==> config.mk <==
export PLATFORM = sky130hd
export DESIGN_NAME = cubic_hermite_path_step_flat
export DESIGN_NICKNAME = d
export VERILOG_FILES = /design/src/hdl/chps_pkg.sv /design/src/hdl/chps_if.sv /design/src/hdl/cubic_hermite_path_step.sv /design/src/flat_wrapper.sv
export SDC_FILE = /design/constraint.sdc
export NUM_CORES = 2
export LEC_CHECK = 0
export BUFFER_PORTS_ARGS = -buffer_cell sky130_fd_sc_hd__buf_2
export CORE_MARGIN = 5
export CORE_UTILIZATION = 40
export DETAILED_ROUTE_END_ITERATION = 8
export GPL_ROUTABILITY_DRIVEN = 1
export GPL_TIMING_DRIVEN = 0
export PLACE_DENSITY_LB_ADDON = 0.05
export RECOVER_POWER = 50
export SLEW_MARGIN = 15
export SYNTH_ARGS = -nofsm -noshare
export SYNTH_HDL_FRONTEND = slang
export SYNTH_SLANG_ARGS = --single-unit
==> constraint.sdc <==
create_clock -name clk -period 13.5 [get_ports clk]
set_clock_uncertainty 0.1 [all_clocks]
set_input_delay 2.7 -clock clk [delete_from_list [all_inputs] [get_ports clk]]
set_output_delay 2.7 -clock clk [all_outputs]
set_load 0.02 [all_outputs]
==> src/hdl/chps_pkg.sv <==
// Package with the constants, types and helper functions of the cubic Hermite path stepper.
`timescale 1ns / 1ps
package chps_pkg;

	localparam int FRAC_BITS = 12;
	localparam int T_W       = FRAC_BITS + 1;        // t in [0, 2.0)
	localparam int W_W       = FRAC_BITS + 8;        // t^2, t^3 and weights, signed
	localparam int C_W       = 21;                   // one packed coordinate, signed
	localparam int V_W       = 3 * C_W;              // a packed vector register
	localparam int P_W       = W_W + C_W;            // full multiplier product
	localparam int R_W       = P_W - FRAC_BITS;      // rounded product
	localparam int A_W       = R_W + 2;              // sum of four rounded products
	localparam int O_W       = 32;                   // output coordinate
	localparam int D_W       = 24;                   // move duration
	localparam int E_W       = 25;                   // elapsed timer
	localparam int S_W       = 16;                   // frame step
	localparam int CFG_IDX_W = 3;
	localparam int OP_W      = 4;
	localparam int DIVC_W    = $clog2(T_W);

	localparam logic [D_W-1:0] DUR_RESET = D_W'(4096);
	localparam logic [E_W-1:0] E_MAX     = {E_W{1'b1}};
	localparam logic [T_W-1:0] T_CAP     = {T_W{1'b1}};

	// Register indexes of the configuration port.
	localparam logic [CFG_IDX_W-1:0] REG_DURATION   = CFG_IDX_W'(0);
	localparam logic [CFG_IDX_W-1:0] REG_START_PT   = CFG_IDX_W'(1);
	localparam logic [CFG_IDX_W-1:0] REG_START_TAN  = CFG_IDX_W'(2);
	localparam logic [CFG_IDX_W-1:0] REG_END_TAN    = CFG_IDX_W'(3);

	// Multiply schedule: two powers of t, then four terms for each of three axes.
	localparam logic [OP_W-1:0] OP_T2    = OP_W'(0);
	localparam logic [OP_W-1:0] OP_T3    = OP_W'(1);
	localparam logic [OP_W-1:0] OP_FIRST = OP_W'(2);
	localparam logic [OP_W-1:0] OP_LAST  = OP_W'(13);

	// Rounding of a fixed-point product: add half an LSB and floor.
	function automatic logic signed [R_W-1:0] fx_round(input logic signed [P_W-1:0] p);
		logic signed [P_W-1:0] s;
		s = p + P_W'(1 << (FRAC_BITS - 1));
		return R_W'(s >>> FRAC_BITS);
	endfunction

	function automatic logic signed [O_W-1:0] sat32(input logic signed [A_W-1:0] v);
		logic signed [63:0] w;
		w = 64'(v);
		if (w > 64'sh7FFF_FFFF) return {1'b0, {(O_W-1){1'b1}}};
		else if (w < -64'sh8000_0000) return {1'b1, {(O_W-1){1'b0}}};
		else return O_W'(v);
	endfunction

endpackage

==> src/hdl/chps_if.sv <==
// Valid/ready channel interfaces for tick items and position results.
`timescale 1ns / 1ps
interface chps_tick_if;
	logic                                 valid;
	logic                                 ready;
	logic [15:0]                          frame_step;
	logic                                 restart;
	logic signed [20:0]                   goal_x;
	logic signed [20:0]                   goal_y;
	logic signed [20:0]                   goal_z;

	modport source (output valid, frame_step, restart, goal_x, goal_y, goal_z, input ready);
	modport sink   (input valid, frame_step, restart, goal_x, goal_y, goal_z, output ready);
endinterface

interface chps_pos_if;
	logic                                 valid;
	logic                                 ready;
	logic signed [31:0]                   pos_x;
	logic signed [31:0]                   pos_y;
	logic signed [31:0]                   pos_z;
	logic                                 arrived;

	modport source (output valid, pos_x, pos_y, pos_z, arrived, input ready);
	modport sink   (input valid, pos_x, pos_y, pos_z, arrived, output ready);
endinterface

==> src/hdl/cubic_hermite_path_step.sv <==
// Cubic Hermite path stepper: timer, serial divider and one shared multiplier.
`timescale 1ns / 1ps
// Each tick item advances the elapsed timer, forms t = elapsed/duration with a
// restoring divider (one quotient bit per cycle, skipped when t hits its cap),
// then runs fourteen rounded multiplies through a single 20x21-bit multiplier:
// t^2, t^3 and four weighted terms per axis. The block takes no new item until
// the last result is loaded into the output register; tick.ready is low
// meanwhile. The finished position sits in an output register, so the next item
// is accepted while it waits to be taken. Configuration registers are written
// through cfg_we/cfg_index/cfg_wdata; the user must write them only while idle,
// as the block itself does not enforce it.
module cubic_hermite_path_step (
	input  logic                           clk,
	input  logic                           arst_n,
	input  logic                           cfg_we,
	input  logic [chps_pkg::CFG_IDX_W-1:0] cfg_index,
	input  logic [chps_pkg::V_W-1:0]       cfg_wdata,
	chps_tick_if.sink                      tick,
	chps_pos_if.source                     pos
);
	import chps_pkg::*;

	typedef enum logic [3:0] {
		ST_IDLE = 4'b0001,
		ST_DIV  = 4'b0010,
		ST_MUL  = 4'b0100,
		ST_FIN  = 4'b1000
	} state_t;

	state_t                   state_q;
	logic [D_W-1:0]           dur_q;
	logic [V_W-1:0]           start_pt_q;
	logic [V_W-1:0]           start_tan_q;
	logic [V_W-1:0]           end_tan_q;
	logic [E_W-1:0]           elapsed_q;
	logic                     arr_q;
	logic signed [C_W-1:0]    goal_q [3];

	logic [E_W:0]             rem_q;
	logic [T_W-1:0]           quot_q;
	logic [DIVC_W-1:0]        div_cnt_q;
	logic [T_W-1:0]           t_q;
	logic signed [W_W-1:0]    t2_q;
	logic signed [W_W-1:0]    w_q [4];

	logic [OP_W-1:0]          op_q;
	logic                     vld_s1;
	logic [OP_W-1:0]          tag_s1;
	logic signed [P_W-1:0]    prod_s1;
	logic signed [A_W-1:0]    acc_q;
	logic signed [O_W-1:0]    res_q [3];

	logic                     out_valid_q;
	logic signed [O_W-1:0]    out_x_q;
	logic signed [O_W-1:0]    out_y_q;
	logic signed [O_W-1:0]    out_z_q;
	logic                     out_arr_q;

	// Accept-time timer update.
	logic                     accept;
	logic [E_W:0]             e_sum;
	logic [E_W-1:0]           e_new;
	assign accept = tick.valid && tick.ready;
	assign e_sum  = (tick.restart ? '0 : {1'b0, elapsed_q}) + (E_W+1)'(tick.frame_step);
	assign e_new  = e_sum[E_W] ? E_MAX : e_sum[E_W-1:0];

	// Divider step.
	logic                     div_ge;
	logic [E_W:0]             div_sub;
	assign div_ge  = rem_q >= (E_W+1)'(dur_q);
	assign div_sub = div_ge ? rem_q - (E_W+1)'(dur_q) : rem_q;

	// Operand selection for the shared multiplier.
	logic [OP_W-1:0]          ofs;
	logic [1:0]               axis;
	logic [1:0]               term;
	logic signed [W_W-1:0]    mul_a;
	logic signed [C_W-1:0]    mul_b;
	logic [V_W-1:0]           vec_sel;
	logic                     issue;
	assign ofs  = op_q - OP_FIRST;
	assign axis = ofs[3:2];
	assign term = ofs[1:0];
	assign issue = (state_q == ST_MUL) && !(vld_s1 && (op_q <= OP_FIRST));

	always_comb begin
		case (term)
			2'd0:    vec_sel = start_pt_q;
			2'd2:    vec_sel = start_tan_q;
			2'd3:    vec_sel = end_tan_q;
			default: vec_sel = start_pt_q;
		endcase
		case (op_q)
			OP_T2: begin
				mul_a = W_W'(t_q);
				mul_b = C_W'(t_q);
			end
			OP_T3: begin
				mul_a = t2_q;
				mul_b = C_W'(t_q);
			end
			default: begin
				mul_a = w_q[term];
				if (term == 2'd1) mul_b = goal_q[axis];
				else mul_b = vec_sel[axis * C_W +: C_W];
			end
		endcase
	end

	// Writeback of the registered product.
	logic signed [R_W-1:0]    rnd;
	logic signed [W_W-1:0]    t3w;
	logic signed [W_W-1:0]    tw;
	logic [OP_W-1:0]          wofs;
	logic signed [A_W-1:0]    acc_next;
	assign rnd      = fx_round(prod_s1);
	assign t3w      = W_W'(rnd);
	assign tw       = W_W'(t_q);
	assign wofs     = tag_s1 - OP_FIRST;
	assign acc_next = (wofs[1:0] == 2'd0) ? A_W'(rnd) : acc_q + A_W'(rnd);

	logic                     out_free;
	logic                     out_load;
	assign out_free = !out_valid_q || pos.ready;
	assign out_load = (state_q == ST_FIN) && !vld_s1 && out_free;

	always_ff @(posedge clk or negedge arst_n) begin
		if (!arst_n) begin
			state_q     <= ST_IDLE;
			dur_q       <= DUR_RESET;
			start_pt_q  <= '0;
			start_tan_q <= '0;
			end_tan_q   <= '0;
			elapsed_q   <= '0;
			vld_s1      <= 1'b0;
			out_valid_q <= 1'b0;
			op_q        <= '0;
			div_cnt_q   <= '0;
		end else begin
			if (cfg_we) begin
				case (cfg_index)
					REG_DURATION:  dur_q       <= cfg_wdata[D_W-1:0];
					REG_START_PT:  start_pt_q  <= cfg_wdata;
					REG_START_TAN: start_tan_q <= cfg_wdata;
					REG_END_TAN:   end_tan_q   <= cfg_wdata;
					default: ;
				endcase
			end

			if (out_load) out_valid_q <= 1'b1;
			else if (pos.valid && pos.ready) out_valid_q <= 1'b0;

			vld_s1 <= issue;

			case (state_q)
				ST_IDLE: begin
					if (accept) begin
						elapsed_q <= e_new;
						op_q      <= OP_T2;
						div_cnt_q <= '0;
						// t saturates once elapsed reaches twice the duration.
						if (e_new >= {dur_q, 1'b0}) begin
							state_q <= ST_MUL;
						end else begin
							state_q <= ST_DIV;
						end
					end
				end
				ST_DIV: begin
					div_cnt_q <= div_cnt_q + DIVC_W'(1);
					if (div_cnt_q == DIVC_W'(T_W - 1)) state_q <= ST_MUL;
				end
				ST_MUL: begin
					if (issue) begin
						op_q <= op_q + OP_W'(1);
						if (op_q == OP_LAST) state_q <= ST_FIN;
					end
				end
				ST_FIN: begin
					if (out_load) state_q <= ST_IDLE;
				end
				default: state_q <= ST_IDLE;
			endcase
		end
	end

	// Datapath registers.
	always_ff @(posedge clk) begin
		if (accept) begin
			arr_q     <= e_new >= E_W'(dur_q);
			goal_q[0] <= tick.goal_x;
			goal_q[1] <= tick.goal_y;
			goal_q[2] <= tick.goal_z;
			rem_q     <= {1'b0, e_new};
			t_q       <= T_CAP;
		end
		if (state_q == ST_DIV) begin
			rem_q  <= {div_sub[E_W-1:0], 1'b0};
			quot_q <= {quot_q[T_W-2:0], div_ge};
			if (div_cnt_q == DIVC_W'(T_W - 1)) t_q <= {quot_q[T_W-2:0], div_ge};
		end
		if (issue) begin
			prod_s1 <= P_W'(mul_a) * P_W'(mul_b);
			tag_s1  <= op_q;
		end
		if (vld_s1) begin
			case (tag_s1)
				OP_T2: t2_q <= W_W'(rnd);
				OP_T3: begin
					w_q[0] <= (t3w <<< 1) - (t2_q <<< 1) - t2_q + W_W'(1 << FRAC_BITS);
					w_q[1] <= (t2_q <<< 1) + t2_q - (t3w <<< 1);
					w_q[2] <= t3w - (t2_q <<< 1) + tw;
					w_q[3] <= t3w - t2_q;
				end
				default: begin
					acc_q <= acc_next;
					if (wofs[1:0] == 2'd3) res_q[wofs[3:2]] <= sat32(acc_next);
				end
			endcase
		end
		if (out_load) begin
			out_x_q   <= res_q[0];
			out_y_q   <= res_q[1];
			out_z_q   <= res_q[2];
			out_arr_q <= arr_q;
		end
	end

	assign tick.ready  = (state_q == ST_IDLE);
	assign pos.valid   = out_valid_q;
	assign pos.pos_x   = out_x_q;
	assign pos.pos_y   = out_y_q;
	assign pos.pos_z   = out_z_q;
	assign pos.arrived = out_arr_q;

	a_out_from_fin: assert property (@(posedge clk) disable iff (!arst_n)
		$rose(pos.valid) |-> $past(state_q == ST_FIN))
		else $error("result raised outside the finish step");
	a_accept_busy: assert property (@(posedge clk) disable iff (!arst_n)
		accept |=> (state_q == ST_DIV || state_q == ST_MUL))
		else $error("accepted item did not start work");
	a_div_count: assert property (@(posedge clk) disable iff (!arst_n)
		(state_q == ST_DIV) |-> (div_cnt_q <= DIVC_W'(T_W - 1)))
		else $error("divider ran past its last quotient bit");
	a_fin_drained: assert property (@(posedge clk) disable iff (!arst_n)
		(state_q == ST_FIN && $past(state_q == ST_FIN)) |-> !vld_s1)
		else $error("multiplier still busy late in finish step");
endmodule
==> src/flat_wrapper.sv <==
// flat-port wrapper written by rule: the top's interface ports become plain ports
module cubic_hermite_path_step_flat import chps_pkg::*;
  (clk, arst_n, cfg_we, cfg_index, cfg_wdata, tick_valid, tick_frame_step, tick_restart, tick_goal_x, tick_goal_y, tick_goal_z, tick_ready, pos_valid, pos_pos_x, pos_pos_y, pos_pos_z, pos_arrived, pos_ready);
  chps_tick_if tick_i ();
  chps_pos_if pos_i ();
  input  logic clk;
  input  logic arst_n;
  input  logic cfg_we;
  input  logic [chps_pkg::CFG_IDX_W-1:0] cfg_index;
  input  logic [chps_pkg::V_W-1:0] cfg_wdata;
  input wire logic [$bits(tick_i.valid)-1:0] tick_valid;
  input wire logic [$bits(tick_i.frame_step)-1:0] tick_frame_step;
  input wire logic [$bits(tick_i.restart)-1:0] tick_restart;
  input wire logic [$bits(tick_i.goal_x)-1:0] tick_goal_x;
  input wire logic [$bits(tick_i.goal_y)-1:0] tick_goal_y;
  input wire logic [$bits(tick_i.goal_z)-1:0] tick_goal_z;
  output wire logic [$bits(tick_i.ready)-1:0] tick_ready;
  output wire logic [$bits(pos_i.valid)-1:0] pos_valid;
  output wire logic [$bits(pos_i.pos_x)-1:0] pos_pos_x;
  output wire logic [$bits(pos_i.pos_y)-1:0] pos_pos_y;
  output wire logic [$bits(pos_i.pos_z)-1:0] pos_pos_z;
  output wire logic [$bits(pos_i.arrived)-1:0] pos_arrived;
  input wire logic [$bits(pos_i.ready)-1:0] pos_ready;
  assign tick_i.valid = tick_valid;
  assign tick_i.frame_step = tick_frame_step;
  assign tick_i.restart = tick_restart;
  assign tick_i.goal_x = tick_goal_x;
  assign tick_i.goal_y = tick_goal_y;
  assign tick_i.goal_z = tick_goal_z;
  assign tick_ready = tick_i.ready;
  assign pos_valid = pos_i.valid;
  assign pos_pos_x = pos_i.pos_x;
  assign pos_pos_y = pos_i.pos_y;
  assign pos_pos_z = pos_i.pos_z;
  assign pos_arrived = pos_i.arrived;
  assign pos_i.ready = pos_ready;
  cubic_hermite_path_step u_core (.clk(clk), .arst_n(arst_n), .cfg_we(cfg_we), .cfg_index(cfg_index), .cfg_wdata(cfg_wdata), .tick(tick_i), .pos(pos_i));
endmodule
==> flow_metrics.py <==
metrics = {
    "drt": {
        "ant_nets": 0,
        "drt-wirelength-per-cell_um": 21.7,
        "num_vias": 35600,
        "routed_wl_um": 150000,
        "firstDrtPassIters": 6,
        "drc_errors": 0,
        "first_iter_violations": 2185,
        "drt-vias-per-instance": 5.14,
    },
    "worst_setup_path": {
        "cp_data_arrival_time_ns": 13.19,
        "crit_type": "reg -> reg",
        "crit_top_cell": "fa_1",
        "critPathLaunchType": "flop",
        "slowest_delay_ns": 0.65,
        "cp_slowest_cell": "buf_1",
        "crit_path_max_fanout": 10,
        "cp.required_ns": 13.82,
        "endpoint_kind": "flop",
    },
    "logic_synthesis": {
        "ys.flop_type": "edfxtp_1",
        "syn_nets": 5691,
        "synth_fa_ha_area_share_pct": 26.3,
        "synth.most_common_cell": "inv_1",
        "synth_cell_types": 90,
        "netlist_area_mm2": 0.0519,
        "ys_warn_count": 0,
        "synth_compound_area_share_pct": 9.73,
        "ys_ff_latch": 718,
        "synth_area_leaders": "edfxtp_1 26%, fa_1 18%, dfrtp_1 12%",
        "synth_common_cells": "712 x inv_1, 475 x fa_1, 452 x edfxtp_1",
        "synth_xor_area_share_pct": 3.07,
        "synth_top_family_by_area": "adder cells",
        "muxShareOfSynthArea_pct": 5.76,
        "synth_top_cell_area_share_pct": 26.1,
        "ys_seq_area_share_pct": 38.8,
        "synth.avg_cell_area_um2": 11.0,
        "ys_async_sr_fraction_pct": 35.1,
        "yosys.area.top_type": "edfxtp_1",
        "synthCells": 4735,
        "synth_enable_flop_cells": 452,
        "synth-simple-area-share_pct": 9.90,
    },
    "clock_tree": {
        "cts-root-buf": "clkbuf_16",
        "clk_pin_slew_ns": 0.06,
        "cts_sinks": 718,
        "cts_tree": "yes",
        "cts.htree.levels": 3,
        "cts.path.max_buffers": 3,
        "cts_made_buffers": 83,
        "holdBufCountCts": 0,
        "postCtsSetupBuffers": 0,
        "insertion_delay_ns": 0.69,
    },
    "timing": {
        "slew_viol_final": 370,
        "max_freq_ghz": 0.0777,
        "relSlewSlack_pct": -199,
        "grt_setup_unrepaired": "false",
        "setup_violations": 0,
        "fin_setup_tns_ns": 0,
        "finalCritPeriodShare_pct": 95.3,
        "setup_slack_ns": 0.629,
        "fin_crit_ns": 12.87,
        "finalHoldViolCount": 0,
        "worst_pin_slew_ns": 4.48,
    },
    "die": {
        "dieWidth_um": 370,
        "rows": 132,
        "core_mm2": 0.129,
        "initial_utilization_pct": 40.1,
        "dieHeight_um": 370,
        "dieArea_mm2": 0.137,
        "boundaryPins": 250,
    },
    "placement": {
        "dp_hpwl_um": 121000,
        "dpl_worst_slack_ns": -0.792,
        "io_buffers": 249,
        "gp_congestion": 0.878,
    },
    "grt": {
        "grt_overflow": 0,
        "grt.total_usage_pct": 22.1,
        "grt_max_degree": 92,
        "grt_pass1_vias": 37100,
        "grt_pass1_wl_um": 230000,
        "antenna_found_initial": 11,
    },
    "layout": {
        "drive_above_1_share_pct": 12.9,
        "fin_nets": 6063,
        "finish.utilization_pct": 45.2,
        "area_delta_synth_final_pct": 12.6,
    },
    "run": {
        "drv_cap": 10,
    },
    "outcome": {
        "violations": "capacitance limit, slew limit",
        "status": "complete, but fails checks",
    },
    "hold_path": {
        "hold_class": "reg -> reg",
    },
}
-- per-stage QoR --
| step | hold slack [ns] | instances | cell area (um^2) |
|---|---|---|---|
| finish | 0.306 | 6927 | 58500 |
| global route | 0.321 | 6921 | 58400 |
| CTS | 0.311 | 6921 | 58700 |
| detailed placement | 0.305 | 6765 | 55900 |
| global placement | 0.301 | 6726 | 55300 |
| floorplan | 0.300 | 4735 | 51900 |
-- area by class of cell --
type	count	area, um^2
fillers	12400	70900
plain buffers	167	673
repair buffers	288	1490
diodes	7	17.5
multi-input cells	3136	28500
well taps	1742	2180
flip-flops and latches	718	20200
clock inverters	49	552
clock buffers	107	2250
inverters	713	2680
-- flip-flops by register name, indices dropped and copies added, names as in the netlist, 63 cells and up --
register            cells
u_core.end_tan_q       63
u_core.goal_q          63
u_core.res_q           93
u_core.start_pt_q      63
u_core.start_tan_q     63
u_core.w_q             79
-- cell families after synthesis --
kind of cell    Yosys count
compound gates          760
mux                     252
flops                   718
fa+ha+maj               805
simple gates           1137
buf+inv                 881
xor+xnor                182
-- worst paths after layout --
path,start,end,slack [ns],cells after the start
max,u_core.op_q[1]$_DFFE_PN0P_,u_core.prod_s1[40]$_DFFE_PP_,0.63,40
min,u_core.res_q[2][2]$_DFFE_PP_,pos_pos_z[2]$_DFFE_PP_,0.31,0
max reg2reg,u_core.op_q[1]$_DFFE_PN0P_,u_core.prod_s1[40]$_DFFE_PP_,0.63,40
min reg2reg,u_core.res_q[2][2]$_DFFE_PP_,pos_pos_z[2]$_DFFE_PP_,0.31,0
max in group asynchronous,arst_n,u_core.elapsed_q[22]$_DFFE_PN0P_,2.35,3
min in group asynchronous,arst_n,u_core.start_tan_q[53]$_DFFE_PN0P_,2.80,1
-- layout by cell type (no fill, tap or decap), types with 56 or more instances in the layout --
master,n
o21ai_0,136
buf_2,252
nor2_1,390
a21oi_1,191
clkbuf_16,84
mux2_2,194
fa_1,475
nor2b_1,57
dfrtp_1,250
inv_1,712
ha_1,330
edfxtp_1,452
nand2b_1,64
clkbuf_1,168
xor2_1,56
nand2_1,378
xnor2_1,126
-- worst max-delay path: cells and delay by family, from the launching register on --
kind / cells / cell delay, ns
and+or+nand+nor: 3 / 0.83
xor gates and xnor gates: 1 / 0.08
adders and majority gates: 9 / 4.36
muxes: 1 / 0.18
DFF: 1 / 0.47
AOI/OAI and AO/OA: 12 / 2.43
buffers and inverters: 14 / 4.16
-- per-layer routing --
metal / GRT usage [%] / routed length, um / share of wire (%) / vias to the layer above
met1: 29.4 / 65400 / 43 / 17900
met5: 0 / 34 / 0.023 / -
li1: - / - / - / 16700
met3: 3.85 / 7590 / 5.0 / 191
met2: 37.6 / 73500 / 49 / 753
met4: 5.77 / 3920 / 2.6 / 6
-- what timing repair did --
item,CTS,global route
gates resized for setup,8,6
setup endpoints to repair,22,8
gates cloned,0,0
Power is not shown: default switching activity piles up to over one toggle a cycle in this logic, so the estimate is an artifact.
